`config.mk`:
```
export PLATFORM = sky130hd
export DESIGN_NAME = sensor_frame_deframer
export DESIGN_NICKNAME = d
export VERILOG_FILES = /design/src/rtl/sfd_pkg.sv /design/src/rtl/sfd_parser.sv /design/src/rtl/sensor_frame_deframer.sv
export SDC_FILE = /design/constraint.sdc
export NUM_CORES = 1
export LEC_CHECK = 0
export ABC_AREA = 1
export BUFFER_PORTS_ARGS = -buffer_cell sky130_fd_sc_hd__buf_2
export CORE_ASPECT_RATIO = 1.4
export CORE_MARGIN = 3
export CORE_UTILIZATION = 35
export DETAILED_ROUTE_END_ITERATION = 16
export HOLD_SLACK_MARGIN = 0.1
export PLACE_DENSITY = 0.63
export SLEW_MARGIN = 20
export SYNTH_ARGS = -nofsm -noshare
export SYNTH_HDL_FRONTEND = slang
export SYNTH_SLANG_ARGS = --single-unit
```
`constraint.sdc`:
```
create_clock -name clk_i -period 3.3 [get_ports clk_i]
set_input_delay 0.33 -clock clk_i [delete_from_list [all_inputs] [get_ports clk_i]]
set_output_delay 0.33 -clock clk_i [all_outputs]
set_load 0.005 [all_outputs]
```
`src/rtl/sfd_pkg.sv`:
```
`default_nettype none
// ----------------------------------------------------------------------------
// sfd_pkg: shared types and constants of the sensor frame deframer
// framing bytes, result kinds, parser phases and the result record
// ----------------------------------------------------------------------------
package sfd_pkg;

  localparam logic [7:0] HeaderFirst    = 8'hAA;
  localparam logic [7:0] HeaderSecond   = 8'h55;
  localparam logic [7:0] MinLengthReset = 8'd3;

  typedef enum logic [1:0] {
    PH_HUNT     = 2'd0,
    PH_LENGTH   = 2'd1,
    PH_PAYLOAD  = 2'd2,
    PH_CHECKSUM = 2'd3
  } phase_e;

  typedef enum logic [1:0] {
    KIND_PAYLOAD  = 2'd0,
    KIND_GOOD     = 2'd1,
    KIND_MISMATCH = 2'd2,
    KIND_SHORT    = 2'd3
  } kind_e;

  typedef struct packed {
    kind_e      kind;
    logic [7:0] byte_value;
    logic [7:0] sub_id;
    logic [7:0] sub_index;
    logic       packet_last;
  } result_t;

endpackage
`default_nettype wire

```
`src/rtl/sfd_parser.sv`:
```
`default_nettype none
// ----------------------------------------------------------------------------
// sfd_parser: frame parser state and per-byte decision logic
// header hunt, length check, sub-packet tracking and xor checksum
// ----------------------------------------------------------------------------
module sfd_parser import sfd_pkg::*; (
  input  wire logic       clk_i,
  input  wire logic       rst_ni,
  input  wire logic       step_i,
  input  wire logic [7:0] byte_i,
  input  wire logic       restart_i,
  input  wire logic [7:0] min_len_i,
  output logic            res_valid_o,
  output result_t         result_o
);

  phase_e     phase_q, phase_d;
  logic       hdr_seen_q, hdr_seen_d;
  logic [7:0] len_q, len_d;
  logic [7:0] count_q, count_d;
  logic [7:0] xor_q, xor_d;
  logic [7:0] sub_id_q, sub_id_d;
  logic [7:0] sub_len_q, sub_len_d;
  logic [7:0] sub_pos_q, sub_pos_d;

  always_ff @(posedge clk_i or negedge rst_ni) begin
    if (!rst_ni) begin
      phase_q    <= PH_HUNT;
      hdr_seen_q <= 1'b0;
      len_q      <= '0;
      count_q    <= '0;
      xor_q      <= '0;
      sub_id_q   <= '0;
      sub_len_q  <= '0;
      sub_pos_q  <= '0;
    end else if (step_i) begin
      phase_q    <= phase_d;
      hdr_seen_q <= hdr_seen_d;
      len_q      <= len_d;
      count_q    <= count_d;
      xor_q      <= xor_d;
      sub_id_q   <= sub_id_d;
      sub_len_q  <= sub_len_d;
      sub_pos_q  <= sub_pos_d;
    end
  end

  always_comb begin
    logic       last;
    logic [8:0] sub_end;
    phase_d     = phase_q;
    hdr_seen_d  = hdr_seen_q;
    len_d       = len_q;
    count_d     = count_q;
    xor_d       = xor_q;
    sub_id_d    = sub_id_q;
    sub_len_d   = sub_len_q;
    sub_pos_d   = sub_pos_q;
    res_valid_o = 1'b0;
    result_o    = '0;
    last        = ({1'b0, count_q} + 9'd1) == {1'b0, len_q};
    sub_end     = '0;

    if (restart_i) begin
      phase_d    = PH_HUNT;
      hdr_seen_d = 1'b0;
      len_d      = '0;
      count_d    = '0;
      xor_d      = '0;
      sub_id_d   = '0;
      sub_len_d  = '0;
      sub_pos_d  = '0;
    end else begin
      case (phase_q)
        PH_HUNT: begin
          if (hdr_seen_q && byte_i == HeaderSecond) begin
            hdr_seen_d = 1'b0;
            phase_d    = PH_LENGTH;
          end else begin
            hdr_seen_d = (byte_i == HeaderFirst);
          end
        end
        PH_LENGTH: begin
          if (byte_i < min_len_i) begin
            res_valid_o         = 1'b1;
            result_o.kind       = KIND_SHORT;
            result_o.byte_value = byte_i;
          end else begin
            len_d     = byte_i;
            count_d   = '0;
            sub_pos_d = '0;
            sub_id_d  = '0;
            sub_len_d = '0;
            xor_d     = xor_q ^ byte_i;
            phase_d   = (byte_i == 8'd0) ? PH_CHECKSUM : PH_PAYLOAD;
          end
        end
        PH_PAYLOAD: begin
          // id byte opens a sub-packet, the next byte gives its data length
          if (sub_pos_q == 8'd0) begin
            sub_id_d = byte_i;
          end else if (sub_pos_q == 8'd1) begin
            sub_len_d = byte_i;
          end
          res_valid_o          = 1'b1;
          result_o.kind        = KIND_PAYLOAD;
          result_o.byte_value  = byte_i;
          result_o.sub_id      = sub_id_d;
          result_o.sub_index   = sub_pos_q;
          result_o.packet_last = last;
          sub_end = {1'b0, sub_len_d} + 9'd1;
          if (sub_pos_q != 8'd0 && {1'b0, sub_pos_q} == sub_end) begin
            sub_pos_d = '0;
          end else begin
            sub_pos_d = sub_pos_q + 8'd1;
          end
          xor_d   = xor_q ^ byte_i;
          count_d = count_q + 8'd1;
          if (last) begin
            phase_d   = PH_CHECKSUM;
            sub_pos_d = '0;
          end
        end
        PH_CHECKSUM: begin
          res_valid_o         = 1'b1;
          result_o.kind       = (byte_i == xor_q) ? KIND_GOOD : KIND_MISMATCH;
          result_o.byte_value = byte_i;
          phase_d    = PH_HUNT;
          hdr_seen_d = 1'b0;
          len_d      = '0;
          count_d    = '0;
          xor_d      = '0;
          sub_id_d   = '0;
          sub_len_d  = '0;
          sub_pos_d  = '0;
        end
        default: begin
          phase_d = PH_HUNT;
        end
      endcase
    end
  end

`ifndef NO_ASSERTIONS
  // hunting only follows a clear, so the checksum and count are still empty
  a_hunt_clean: assert property (@(posedge clk_i) disable iff (!rst_ni)
    phase_q == PH_HUNT |-> xor_q == 8'd0 && count_q == 8'd0)
    else $error("parser state not cleared while hunting");

  // payload phase always ends before the count reaches the length
  a_count_bound: assert property (@(posedge clk_i) disable iff (!rst_ni)
    phase_q == PH_PAYLOAD |-> count_q < len_q)
    else $error("payload count overran the length");

  // a restart always lands in header hunt
  a_restart: assert property (@(posedge clk_i) disable iff (!rst_ni)
    step_i && restart_i |=> phase_q == PH_HUNT && !hdr_seen_q)
    else $error("restart did not return to header hunt");
`endif

endmodule
`default_nettype wire

```
`src/rtl/sensor_frame_deframer.sv`:
```
`default_nettype none
// ----------------------------------------------------------------------------
// sensor_frame_deframer: byte-serial deframer for header/length/xor frames
// finds 0xAA 0x55 headers, tags payload bytes with sub-packet id and position,
// and reports checksum status
// ----------------------------------------------------------------------------
// The block takes one received byte per transaction on the slave stream and
// accepts a byte every clock cycle unless a byte that needs the result
// register waits on a stalled master side. A byte passes through an input
// register and the parser and lands in the result register. Bytes that give no
// result (header bytes, accepted length bytes, restarts) leave the input
// register even while a result waits to be taken, so a stalled master side
// holds back only bytes that need the result register. Each frame is
// 0xAA 0x55, a length byte, that many payload bytes, and an xor checksum over
// the length and payload bytes. Payload bytes come out as kind 0, tagged with
// the id of their sub-packet (id, length, data) and the position inside it;
// tlast marks the last payload byte of a frame. The checksum byte gives kind 1
// (good) or kind 2 (mismatch), and a length below the minimum gives kind 3,
// after which the next byte is read as a length again. Status results carry
// the received byte and zero id, position and tlast. tuser high on the slave
// side drops the byte and resets the parser; the minimum length register is
// kept. Write the minimum length only while the stream is idle.
// ----------------------------------------------------------------------------
module sensor_frame_deframer import sfd_pkg::*; (
  input  wire logic        clk_i,
  input  wire logic        rst_ni,
  // configuration: minimum accepted payload length
  input  wire logic        cfg_wr_en_i,
  input  wire logic [7:0]  cfg_wr_data_i,
  // slave stream
  input  wire logic        s_axis_tvalid,
  output logic             s_axis_tready,
  input  wire logic [7:0]  s_axis_tdata,   // [7:0] data_byte
  input  wire logic [0:0]  s_axis_tuser,   // [0] restart
  // master stream
  output logic             m_axis_tvalid,
  input  wire logic        m_axis_tready,
  output logic [23:0]      m_axis_tdata,   // [7:0] byte_value, [15:8] sub_id,
                                           // [23:16] sub_index
  output logic [1:0]       m_axis_tuser,   // [1:0] kind
  output logic             m_axis_tlast    // packet_last
);

  // configuration register
  logic [7:0] min_len_q;

  // input register
  logic       in_valid_q, in_valid_d;
  logic [7:0] in_byte_q;
  logic       in_restart_q;

  // result register
  logic       out_valid_q, out_valid_d;
  result_t    out_res_q;

  // parser
  logic       step;
  logic       res_valid;
  result_t    res;

  always_ff @(posedge clk_i or negedge rst_ni) begin
    if (!rst_ni) begin
      min_len_q <= MinLengthReset;
    end else if (cfg_wr_en_i) begin
      min_len_q <= cfg_wr_data_i;
    end
  end

  // an item moves on when it needs no output slot or the slot is free
  assign step = in_valid_q && (!res_valid || !out_valid_q || m_axis_tready);
  assign s_axis_tready = !in_valid_q || step;

  always_comb begin
    in_valid_d = in_valid_q;
    if (s_axis_tvalid && s_axis_tready) begin
      in_valid_d = 1'b1;
    end else if (step) begin
      in_valid_d = 1'b0;
    end
  end

  always_comb begin
    out_valid_d = out_valid_q;
    if (step && res_valid) begin
      out_valid_d = 1'b1;
    end else if (m_axis_tready) begin
      out_valid_d = 1'b0;
    end
  end

  always_ff @(posedge clk_i or negedge rst_ni) begin
    if (!rst_ni) begin
      in_valid_q  <= 1'b0;
      out_valid_q <= 1'b0;
    end else begin
      in_valid_q  <= in_valid_d;
      out_valid_q <= out_valid_d;
    end
  end

  // payload registers, loaded on transactions only
  always_ff @(posedge clk_i) begin
    if (s_axis_tvalid && s_axis_tready) begin
      in_byte_q    <= s_axis_tdata;
      in_restart_q <= s_axis_tuser[0];
    end
    if (step && res_valid) begin
      out_res_q <= res;
    end
  end

  sfd_parser u_parser (
    .clk_i       (clk_i),
    .rst_ni      (rst_ni),
    .step_i      (step),
    .byte_i      (in_byte_q),
    .restart_i   (in_restart_q),
    .min_len_i   (min_len_q),
    .res_valid_o (res_valid),
    .result_o    (res)
  );

  assign m_axis_tvalid = out_valid_q;
  assign m_axis_tdata  = {out_res_q.sub_index, out_res_q.sub_id, out_res_q.byte_value};
  assign m_axis_tuser  = out_res_q.kind;
  assign m_axis_tlast  = out_res_q.packet_last;

`ifndef NO_ASSERTIONS
  // status results carry no sub-packet tags
  a_status_clean: assert property (@(posedge clk_i) disable iff (!rst_ni)
    m_axis_tvalid && m_axis_tuser != KIND_PAYLOAD |->
      m_axis_tdata[23:8] == 16'd0 && !m_axis_tlast)
    else $error("status result with sub-packet tags");

  // a result is never dropped: a stalled result stays valid next cycle
  a_no_drop: assert property (@(posedge clk_i) disable iff (!rst_ni)
    out_valid_q && !m_axis_tready |=> out_valid_q)
    else $error("stalled result lost");
`endif

endmodule
`default_nettype wire

```
==> impl_metrics.env <==
export IMPL_gr_total_overflow=0
export IMPL_die_h_um=152
export IMPL_antenna_found_initial=0
export IMPL_crit_buf_inv=2
export IMPL_syn_to_final_growth_pct=14.8
export IMPL_ys_warn_count=0
export IMPL_p_leak_uw=0.00284
export IMPL_maxSlewViolCount=0
export IMPL_finalSetupTns_ns=0
export IMPL_fmax_mhz=343
export IMPL_dr_pass1_iters=5
export IMPL_num_antenna_cells=0
export IMPL_hold_viol=0
export IMPL_worstSetupPathType="flop to flop"
export IMPL_synthesis_area_um2=5330
export IMPL_insertion_delay_ns=0.35
export IMPL_nets=709
export IMPL_grt_setup_unrepaired="false"
export IMPL_hold_class="primary input to flop"
export IMPL_synth_top_family_by_area="simple AND/OR/NAND/NOR gates"
export IMPL_wire_per_inst_um=14.2
export IMPL_fp_coreArea_um2=14700
export IMPL_drive_gt1_share_pct=18.6
export IMPL_critical_path_top_delay_family="simple AND/OR/NAND/NOR gates"
export IMPL_cts_sinks=97
export IMPL_fin_crit_sh_pct=88.4
export IMPL_seq_area_frac_synth_pct=49.0
export IMPL_synth_edf_count=36
export IMPL_post_route_drc_count=0
export IMPL_start_util_pct=36.3
export IMPL_fillers=1469
export IMPL_port_buffers=50
export IMPL_dp_hpwl_um=9000
export IMPL_worst_path_largest_cell_delay_ns=0.44
export IMPL_grt_max_degree=39
export IMPL_synthFlopType="dfrtp_1"
export IMPL_skew_ns=0.00980
export IMPL_power_uw=3460
export IMPL_worst_pin_slew_ns=0.723
export IMPL_synthSimpleGateAreaFrac_pct=27.9
export IMPL_ioPinCount=51
export IMPL_synth_top_cell_area_share_pct=27.7
export IMPL_grt_pass1_wl_um=20900
export IMPL_vias_per_cell=4.99
export IMPL_cts_tree="built"
export IMPL_layout_common_cells="nand2_1, nand3_1, inv_1, dfrtp_1, nor2_1"
export IMPL_grt_busiest_layer="met2"
export IMPL_setup_viol=0
export IMPL_cp_slowest_cell="dfrtp_1"
export IMPL_grt_pass1_vias=4529
export IMPL_startpoint_type="flop"
export IMPL_ys_ff_latch=97
export IMPL_routabilityCongestion=0.858
export IMPL_synth_largest_area_cell="dfrtp_1"
export IMPL_cts_clk_slew_worst_paths_ns=0.07
export IMPL_clock_path_buffers=2
export IMPL_synthMuxAreaShare_pct=0
export IMPL_use_met3_pct=1.99
export IMPL_grt_total_usage_pct=15.6
export IMPL_die_area_um2=16800
export IMPL_syn_num_nets=651
export IMPL_final_antenna_net_count=0
export IMPL_ir_worst_vdd_mv=0.275
export IMPL_htree_levels=3
export IMPL_power_density_nw_per_um2=565
export IMPL_synth_cells=613
export IMPL_synth_area_per_cell_um2=8.70
export IMPL_finalWirelength_um=12300
export IMPL_vias=4319
export IMPL_std_cell_rows=52
export IMPL_async_flop_share_pct=62.9
export IMPL_use_met2_pct=27.6
export IMPL_ys_types=40
export IMPL_cp_arrival_ns=3.15
export IMPL_synth_area_top_cells="dfrtp_1, edfxtp_1, nand2_1"
export IMPL_critPathCaptureType="flop"
export IMPL_synth_adder_area_share_pct=3.75
export IMPL_cts_buffers=9
export IMPL_crit_chain="inv_1 -> ha_1 -> inv_1 -> nand2_1 -> nor2_4 -> nand2_4 -> nand2_1 -> nand2_2 -> ha_1 -> xor2_1 -> nor2_1 -> nand3_1 -> nor2_1 -> nand2_1 -> nor2_2 -> nand3b_4 -> nand3_2 -> nand2_1"
export IMPL_layout_min_cycle_time_ns=2.92
export IMPL_grtUsageMet1_pct=18.1
export IMPL_worstPathRequired_ns=3.53
export IMPL_crit_path_max_fanout=12
export IMPL_outcome="finished, final reports clean"
export IMPL_first_iter_violations=305
export IMPL_relSlewSlack_pct=51.7
export IMPL_die_w_um=110
export IMPL_cts_root_buf="clkbuf_16"
export IMPL_synth_xor_area_share_pct=3.61
export IMPL_final_common_cell="nand2_1"
export IMPL_cpMostUsedCell="nand2_1"
export IMPL_synth_compound_area_share_pct=9.11
export IMPL_cap_violations=0
==> metrics by stage <==
step	hold WS (ns)	utilization [%]	instances	setup slack (ns)	area (µm²)
after global routing	0.151	41.6	865	0.0192	6120
after global placement	0.358	39.4	845	0.416	5790
after detailed placement	0.372	39.4	845	0.330	5790
after floorplan	0.0344	-	613	0.732	5330
final	0.157	41.6	865	0.384	6120
after CTS	0.151	41.5	862	0.309	6100
==> worst reg2reg max path: stages (launching register included) <==
cell and delay, ns:
dfrtp_1 0.44, inv_1 0.12, ha_1 0.21, inv_1 0.08
nand2_1 0.08, nor2_4 0.23, nand2_4 0.16, nand2_1 0.10
nand2_2 0.08, ha_1 0.31, xor2_1 0.16, nor2_1 0.11
nand3_1 0.08, nor2_1 0.14, nand2_1 0.08, nor2_2 0.13
nand3b_4 0.15, nand3_2 0.08, nand2_1 0.05
==> sequential cells by signal, indices dropped and copies added (netlist names) <==
signal               count
m_axis_tdata            24
u_parser.hdr_seen_q      1
u_parser.len_q           8
min_len_q                8
u_parser.phase_q         2
in_restart_q             1
m_axis_tvalid            1
u_parser.sub_id_q        8
m_axis_tuser             2
u_parser.sub_len_q       8
u_parser.xor_q           8
in_valid_q               1
u_parser.sub_pos_q       8
u_parser.count_q         8
m_axis_tlast             1
in_byte_q                8
==> what timing repair did <==
item                                    in CTS  in global routing
hold buffers                                 1                  0
endpoints found under the setup margin       0                  6
endpoints found under the hold margin       21                  0
resized for setup                            0                  0
buffers inserted                             0                  3
==> logic make-up (layout without fill, tap and decap cells) <==
group / Yosys count / count (layout)
AND/OR/NAND/NOR: 308 / 308
AO/OA/AOI/OAI: 86 / 86
XOR/XNOR: 22 / 22
buffers and inverters: 84 / 147
flip-flops: 97 / 97
adder cells (fa/ha/maj): 16 / 16
==> layout make-up <==
cell class / count / area (µm²) / share of cell area [%]
multi-input combinational: 432 / 2370 / 38.7
timing repair buffer: 65 / 365 / 5.97
tap: 189 / 236 / 3.86
inverter: 66 / 248 / 4.05
clock inverter: 6 / 65.1 / 1.06
sequential: 97 / 2610 / 42.6
clock buffer: 10 / 229 / 3.74
==> layer usage <==
metal / up-vias / routed length (µm)
li1: 2134 / -
met1: 2065 / 4980
met2: 95 / 6530
met3: 25 / 458
met4: 0 / 323
met5: - / 0
==> cell usage after synthesis, types with 2 or more instances <==
cell        n
nand2_1   140
nand2_4     4
o211ai_1    2
nor2_8      2
o21ai_2     2
a21boi_0    2
nor4_1      3
a21oi_1    16
clkbuf_1    6
o21a_1     12
nor3_1      4
nor2_4      4
dfstp_2     2
nand3_1    62
nand2_2    14
buf_2       6
inv_2       6
buf_6       3
edfxtp_1   36
o21ai_0    48
ha_1       16
xor2_1     11
buf_4       2
xnor2_1    11
nor2_2      2
inv_1      59
nand3_2     9
nor2_1     51
dfrtp_1    59
nand4_1     9
==> where the power goes <==
group | switching (µW) | internal (µW) | total (µW)
Sequential | 121 | 1440 | 1560
Clock | 456 | 591 | 1050
Combinational | 544 | 312 | 856
Total | 1120 | 2340 | 3460
==> path summary, 6_finish.rpt <==
| check | start | endpoint | slack, ns | cells past startpoint |
|---|---|---|---|---|
| setup reg to reg | u_parser.sub_pos_q[0] | u_parser.sub_pos_q[3] | 0.38 | 18 |
| hold reg to reg | u_parser.sub_id_q[1] | u_parser.sub_id_q[1] | 0.47 | 2 |
| max in group asynchronous | rst_ni | u_parser.count_q[5] | 1.82 | 3 |
| setup / recovery | u_parser.sub_pos_q[0] | u_parser.sub_pos_q[3] | 0.38 | 18 |
| hold / removal | s_axis_tdata[1] | in_byte_q[1] | 0.16 | 1 |
| min in group asynchronous | rst_ni | u_parser.sub_id_q[5] | 0.53 | 2 |
No activity file was read; power rests on OpenSTA's default activity.
